`src/hw/rtl/dcse_div.sv`:
```
// Restoring divider, 64-bit dividend by 32-bit divisor, one quotient bit a cycle.
// Depends on nothing; used by the power cap clamp of the top level.
`timescale 1ns / 1ps

module dcse_div (
  input  logic        clk_i,
  input  logic        rst_ni,
  input  logic        start_i,
  input  logic [63:0] dividend_i,
  input  logic [31:0] divisor_i,
  output logic        done_o,
  output logic [63:0] quotient_o
);

  logic [63:0] q_q, q_d;
  logic [31:0] r_q, r_d;
  logic [31:0] d_q, d_d;
  logic [6:0]  cnt_q, cnt_d;
  logic        busy_q, busy_d;
  logic [32:0] r_shift;

  always_comb begin
    q_d     = q_q;
    r_d     = r_q;
    d_d     = d_q;
    cnt_d   = cnt_q;
    busy_d  = busy_q;
    r_shift = {r_q, q_q[63]};
    if (start_i) begin
      q_d    = dividend_i;
      r_d    = 32'd0;
      d_d    = divisor_i;
      cnt_d  = 7'd64;
      busy_d = 1'b1;
    end else if (busy_q) begin
      if (cnt_q == 7'd0) begin
        busy_d = 1'b0;
      end else begin
        if (r_shift >= {1'b0, d_q}) begin
          r_d = 32'(r_shift - {1'b0, d_q});
          q_d = {q_q[62:0], 1'b1};
        end else begin
          r_d = r_shift[31:0];
          q_d = {q_q[62:0], 1'b0};
        end
        cnt_d = cnt_q - 7'd1;
      end
    end
  end

  always_ff @(posedge clk_i or negedge rst_ni) begin
    if (!rst_ni) begin
      q_q    <= '0;
      r_q    <= '0;
      d_q    <= '0;
      cnt_q  <= '0;
      busy_q <= 1'b0;
    end else begin
      q_q    <= q_d;
      r_q    <= r_d;
      d_q    <= d_d;
      cnt_q  <= cnt_d;
      busy_q <= busy_d;
    end
  end

  assign done_o     = busy_q && (cnt_q == 7'd0);
  assign quotient_o = q_q;

endmodule

```
`config.mk`:
```
export PLATFORM = sky130hd
export DESIGN_NAME = dcse_div
export DESIGN_NICKNAME = d
export VERILOG_FILES = /design/src/hw/rtl/dcse_div.sv
export SDC_FILE = /design/constraint.sdc
export NUM_CORES = 1
export LEC_CHECK = 0
export BUFFER_PORTS_ARGS = -buffer_cell sky130_fd_sc_hd__buf_4
export CAP_MARGIN = 20
export CORE_ASPECT_RATIO = 0.6
export CORE_UTILIZATION = 51
export CTS_CLUSTER_DIAMETER = 100
export DETAILED_ROUTE_END_ITERATION = 7
export PLACE_DENSITY = 0.78
export SYNTH_ARGS = -nofsm -noshare
export SYNTH_HDL_FRONTEND = slang
export SYNTH_SLANG_ARGS = --single-unit
```
`constraint.sdc`:
```
create_clock -name clk_i -period 2.45 [get_ports clk_i]
set_input_delay 0.1225 -clock clk_i [delete_from_list [all_inputs] [get_ports clk_i]]
set_output_delay 0.1225 -clock clk_i [all_outputs]
set_load 0.02 [all_outputs]
```
==> summary.md, run 1 <==
| Metric | Value |
|---|---|
| Outcome | finished with violations |
| Failing checks | setup timing |
| Slowest stage cell, crit path | a2111oi_4 |
| Storage element area | 3400 µm² |
| Placed Instances | 1366 |
| CP top delay family | compound AO/OA/AOI/OAI gates |
| MaxCap Viol Count | 0 |
| Post-synthesis cell type count | just over 70 |
| Final min period | 2.86 ns |
| Post-place setup slack | -0.491 ns |
| Avg Inst Size Synth | 8.92 µm² |
| H-tree Lvls | 4 |
| Clk sinks | approximately 140 |
| Area of the multi-input gates | 4960 µm² |
| Crit path kind | reg2reg |
| Share of cells above drive strength 1 | 36.3% |
| CTS max path bufs | 2 |
| RePlAce Congestion | 0.921 |
| Worst VDD drop | 0.537 mV |
| Hold Fails Final Rpt | 0 |
| Num CTS Buffers | 17 |
| Setup TNS | -11.46 ns |
| Vias post-DR | roughly 9k |
| Crit-path max cell delay | 0.45 ns |
| Layout fillers | 787 |
| Crit path capture | r_q[29] |
| DR iter-0 viols | 1107 |
| Worst Skew | 0.0130 ns |
| DR WL/cell | 20.2 µm |
| Tcrit/Tclk final | 117% |
| Most common flop cell mapped by yosys | dfrtp_1 |
| Critical Path Start | r_q[2] |
| Starting Density | between 50% and 60% |
| Actual slew at the worst max-slew pin | between 0.7 and 0.8 ns |
| Clock Latency Late Sink | 0.44 ns |
| Overall Global Routing Usage | between 30% and 40% |
| Worst Setup End Kind | register |
| Slew headroom | 48.2% |
| Clock Tree Root | clkbuf_16 |
| R2r worst-path depth | 10 |
| RSZ-0062 raised after global routing | true |
| Core ar. | 15500 µm² |
| Sequential cell area fraction in the yosys report | 41.9% |
| RR Endpoint | r_q[29] |
| CTS tree | done |
| Async set-or-reset flop fraction in the synthesized netlist | 100% |
| Drt drc | 0 |
| Post-synth EDFFs | 0 |
| Initial antenna violation count | 0 |
| CP Cell Sequence | ha_4, o21a_1, o31a_1, a211oi_4, o2bb2ai_4, a2111oi_4, nor2_4, buf_12, or3_1, o21ai_1 |
| Synth warn | 0 |
| Power Dens Cells | roughly 950 nW/µm² |
| Reg-to-reg slack, setup | -0.41 ns |
| Final core occ | a little over four fifths |
| GR Overflow Total | 0 |
| Drt total wl | 30700 µm |
| First-pass GRT wire length | 44800 µm |
| Worst setup SP type | register |
| Max frequency | 349 MHz |
| Largest net degree at the start of global routing | 114 |
| # nets final | about 1.4k |
| Final cell count without fillers | 1521 |
| Crit path DAT | around 3.2 ns |
| DR pass1 iterations | 8 |
| P&R area growth vs syn | 60.4% |
| Final ANT Viol Nets | 0 |
| CP Max Fanout | 10 |
| I/O Pins | 164 |
| Leak Pwr | 6.48 nW |
| HP Class | in2async |
| Critical Path RT | 2.80 ns |
| Worst R2R Start | r_q[2] |
| # rows | 35 |
| Clock-pin slew on the worst setup and hold paths | ~0.070 ns |
| Via density | about 5.9 |
| Die area | 16500 µm² |
| Vias in the first global route | 8860 |
| Chip height | 99.8 µm |
| Flops & latches, synth | between 100 and 150 |
| Chip Width | about 160 µm |
| N_diodes | 0 |
| Mapped Nets | 1045 |
| Mapped cell area | between 8000 and 9000 µm² |
| CP bufs+invs | 1 |
| Synth Instances | 911 |
| Buffers on Ports | 163 |
| Setup Viol. Count Final | 33 |
| Worst setup margin | -0.414 ns |
| Hold WS | approximately 0.18 ns |
| Stages on the worst setup path | 10 |
| Max Slew Vio Count | 0 |
| HPWL Detailed | 16100 µm |
-- layout make-up --
cell class              count  share of cell area (%)
clock buffers              17                    3.26
inverters                  44                    1.27
flip-flops and latches    136                    26.1
multi-input cells         677                    38.1
repair buffers            429                    28.2
clock inverters            15                    1.17
well taps                 203                    1.95
-- worst min path at each step --
stage | from | end | slack [ns]
2_1_floorplan | rst_ni | busy_q | -0.17
3_3_place_gp | rst_ni | d_q[16] | 0.07
3_5_place_dp | rst_ni | d_q[16] | 0.07
4_1_cts | rst_ni | d_q[16] | 0.20
5_1_grt | rst_ni | d_q[16] | 0.23
6_report | rst_ni | d_q[16] | 0.18
-- layout by cell type (no fill, tap or decap), types with 8 or more instances in the layout --
cell type / n
nor2_1: 53
nand3_1: 11
mux2i_1: 64
buf_12: 8
a311oi_1: 11
a21oi_2: 9
dlygate4sd3_1: 97
nand2_2: 8
clkbuf_16: 20
nor2b_1: 8
dfrtp_1: 135
buf_4: 312
o21ai_0: 114
nand2_4: 9
xnor2_1: 15
o21a_1: 12
ha_4: 16
a21o_1: 16
nand2_1: 140
a311oi_2: 14
inv_1: 41
a21oi_1: 21
ha_1: 16
nor3_1: 9
-- flip-flops by register name, summed over array words and instances, names as in the netlist --
signal	flops
cnt_q	7
d_q	32
r_q	32
busy_q	1
quotient_o	64
-- Yosys cell counts, types with 3 or more instances --
cell        n  area share, %
inv_1      44            2.0
nand2b_1    4           0.31
xnor2_1    16            1.7
o21ai_1     3           0.18
mux2i_1    64            7.9
ha_1       34            5.2
dfrtp_1   136             42
a211oi_1   12            1.1
xor2_1      6           0.65
buf_6       4           0.55
nor3_1     12           0.74
o21ai_0   122            7.5
and3_1      4           0.31
nor2b_1     9           0.69
clkbuf_8    3           0.51
nor2_1     54            2.5
a31oi_1     4           0.31
a21oi_1    33            2.0
o21bai_1    3           0.28
nor4_1      3           0.23
nand3_1    13           0.80
nand2_1   157            7.3
buf_2       6           0.37
o21a_1     12            1.1
and2_1      5           0.38
nand4_1     6           0.46
o31a_1      3           0.32
clkbuf_1   37            1.7
nor3b_1     3           0.28
a311oi_1   25            2.7
or2_2       3           0.23
a21o_1     16            1.5
o211ai_1    3           0.28
or3_1       7           0.54
-- report_power, final --
group          internal [mW]  switching (mW)  leakage (nW)  total (mW)
clock                   1.36            1.23         0.275        2.59
combinational           3.27            3.51          4.52        6.78
sequential              2.66           0.387          1.69        3.05
total                   7.29            5.12          6.48        12.4
-- routing by layer --
layer  wire length [µm]  global-route usage (%)
met1              12700                    45.8
met2              14400                    57.0
met3               2490                    8.35
met4               1170                    14.0
met5                 27                       0
-- through the flow --
step | power [mW] | cell area [µm²]
3_5_place_dp | 8.11 | 10600
4_1_cts | 11.3 | 12600
2_1_floorplan | 6.11 | 8270
3_3_place_gp | 7.96 | 10600
5_1_grt | 12.9 | 13000
6_report | 12.4 | 13000
-- logic make-up after synthesis --
| family | Yosys count | synth area share [%] |
|---|---|---|
| buf+inv | 98 | 5.50 |
| mux | 66 | 8.16 |
| xor+xnor | 22 | 2.37 |
| simple gates | 293 | 16.1 |
| fa+ha+maj | 35 | 5.48 |
| flops | 136 | 41.9 |
| compound gates | 261 | 20.5 |
-- repair_timing --
action | in CTS | in global routing
hold buffers | 97 | 0
cloned | 1 | 4
setup buffers | 13 | 9
setup endpoints to repair | 33 | 33
pin swaps | 27 | 44
hold endpoints to repair | 137 | 0
resized for setup | 49 | 65
(Power assumes the default switching activity.)
==> run 2, diff against run 1 <==
--- a/config.mk
+++ b/config.mk
@@ -12,6 +12,7 @@
 export CTS_CLUSTER_DIAMETER = 100
 export DETAILED_ROUTE_END_ITERATION = 7
 export PLACE_DENSITY = 0.78
+export SETUP_SLACK_MARGIN = 0.3
 export SYNTH_ARGS = -nofsm -noshare
 export SYNTH_HDL_FRONTEND = slang
 export SYNTH_SLANG_ARGS = --single-unit
==> run 2 against run 1 <==
  * The flow still finishes with violations (setup timing)
  * Clock skew down 0.0018 ns
  * Clock power up 9.3%
  * Critical path type unchanged
  * Final area up 2.1%
  * Sequential share of layout area down 0.53 points
  * Core utilization up 1.7 points
  * Combinational power up 6.6%
  * Wire length up 9.9%
  * Highest routed layer unchanged
==> summary.md, run 2 (synthesis gave the netlist of run 1 again) <==
| Metric | Value |
|---|---|
| Starting Density | between 50% and 60% |
| Crit-path max cell delay | about 0.46 ns |
| Slew headroom | 41.5% |
| Failing checks | setup timing |
| GR Overflow Total | 0 |
| Clk sinks | 136 |
| DR WL/cell | 21.9 µm |
| Int Power | around 7.7 mW |
| Worst Setup End Kind | register |
| Vias in the first global route | 8996 |
| Critical Path RT | 2.75 ns |
| Clock Tree Root | clkbuf_16 |
| Clock group share of total power | 21.5% |
| Max reg flops | 64 |
| Chip height | 99.8 µm |
| HPWL Detailed | 15900 µm |
| Placed Instances | 1372 |
| DR iter-0 viols | 1231 |
| Hold WS | roughly 0.18 ns |
| Slowest stage cell, crit path | dfrtp_1 |
| Hold Fails Final Rpt | 0 |
| RePlAce Congestion | 0.936 |
| Drt drc | 0 |
| H-tree Lvls | 4 |
| Leak Pwr | 6.60 nW |
| N_diodes | 0 |
| Setup Viol. Count Final | 33 |
| Final cell count without fillers | 1539 |
| Crit path DAT | 3.30 ns |
| Switching Power | 5.47 mW |
| Setup TNS | -12.42 ns |
| # rows | 35 |
| Cell mode on critical path | buf_6 |
| Core ar. | 15500 µm² |
| RSZ-0062 raised after global routing | true |
| Num CTS Buffers | 17 |
| Crit path kind | reg2reg |
| Overall Global Routing Usage | 35.9% |
| Actual slew at the worst max-slew pin | between 0.8 and 0.9 ns |
| Worst Skew | 0.0112 ns |
| Overall Power | between 10 and 15 mW |
| Initial antenna violation count | 0 |
| Worst VDD drop | just under 0.6 mV |
| # nets final | 1457 |
| Post-route cell area | 13300 µm² |
| Max Slew Vio Count | 0 |
| CP Max Fanout | 5 |
| Cell Area, Placed | 10700 µm² |
| Die area | 16500 µm² |
| Max frequency | approximately 330 MHz |
| Combinational power share | 55.0% |
| Commonest non-fill, non-tap cells in the layout | buf_4 (322), nand2_1 (138), dfrtp_1 (135) |
| Vias post-DR | around 9.5k |
| CTS tree | done |
| Clock Latency Late Sink | 0.43 ns |
| Largest net degree at the start of global routing | 117 |
| Outcome | finished with violations |
| Seq pwr share | between 20% and 30% |
| Worst setup SP type | register |
| Share of cells above drive strength 1 | 38.9% |
| I/O Pins | 164 |
| Clock-pin slew on the worst setup and hold paths | 0.07 ns |
| Via density | 6.17 |
| Commonest non-fill, non-tap cell in the layout | buf_4 |
| Final ANT Viol Nets | 0 |
| Final min period | approximately 3.0 ns |
| Buffers on Ports | about 160 |
| CTS max path bufs | 2 |
| First-pass GRT wire length | 45800 µm |
| CP Cell Sequence | ha_4, nor2b_4, o31a_1, a211oi_4, o2bb2ai_2, a2111oi_4, buf_4, nor2_4, buf_6, buf_6, nand2_2, a311oi_1 |
| MaxCap Viol Count | 0 |
| Worst setup margin | -0.547 ns |
| HP Class | in2async |
| Net Sw Frac | 41.6% |
| Drt total wl | 33700 µm |
| DR pass1 iterations | 7 |
| P&R area growth vs syn | 63.7% |
| Chip Width | 165 µm |
| Power Dens Cells | around 1000 nW/µm² |
| Tcrit/Tclk final | 122% |
## run 2: changes by cell type in the layout (fill, tap and decap cells not counted), sizes merged
cell	delta
buf	+17
and2	+2
bufinv	+2
clkinvlp	-2
clkbuf	-1
## run 2: power by group through the flow
stage               combinational [mW]  sequential, mW  clock, mW
global placement                  5.05            2.99          0
CTS                               6.12            2.99       2.77
global route                      7.53            3.11       2.93
floorplan                         2.94            3.20          0
detailed placement                5.16            3.01          0
finish                            7.23            3.08       2.83
## run 2: final timing paths
path	startpoint	endpoint	slack (ns)	depth (start not counted)
setup / recovery	r_q[0]	r_q[28]	-0.55	12
hold / removal	rst_ni	d_q[14]	0.18	2
setup reg to reg	r_q[0]	r_q[28]	-0.55	12
hold reg to reg	d_q[23]	d_q[23]	0.56	2
max in group asynchronous	rst_ni	quotient_o[63]	1.48	3
min in group clk_i	start_i	cnt_q[0]	0.26	2
## run 2: critical path: cells and delay by family, from the launching register on
kind	cells	cell delay, ns
flops	1	0.46
fa+ha+maj	1	0.27
simple gates	3	0.40
buf+inv	3	0.46
compound gates	5	1.28
## run 2: metrics by stage
step	setup WS [ns]	utilization, %
floorplan	-0.331	-
global placement	-0.337	69.1
detailed placement	-0.399	69.1
CTS	-0.298	83.2
global route	-0.582	86.0
finish	-0.547	86.0
## run 2: area by class of cell
type / instances / area, µm²
multi-input combinational: 679 / 5030
timing repair buffer: 445 / 3820
sequential: 136 / 3400
fill: 745 / 2160
clock buffer: 17 / 425
tap: 203 / 254
clock inverter: 15 / 200
inverter: 44 / 165
## run 2: layer usage
layer / share of wire (%) / track usage (%)
met5: 0.033 / 0
met3: 10 / 7.52
met4: 5.0 / 14.3
met2: 45 / 57.0
met1: 39 / 48.2
## run 2: timing repair
item                                    CTS  global route
endpoints found under the hold margin   133             0
gates resized for setup                  77            64
cloned                                    4             3
endpoints found under the setup margin   75            89
hold buffers                             97             0
pin swaps                                51            37
setup buffers                            20            11
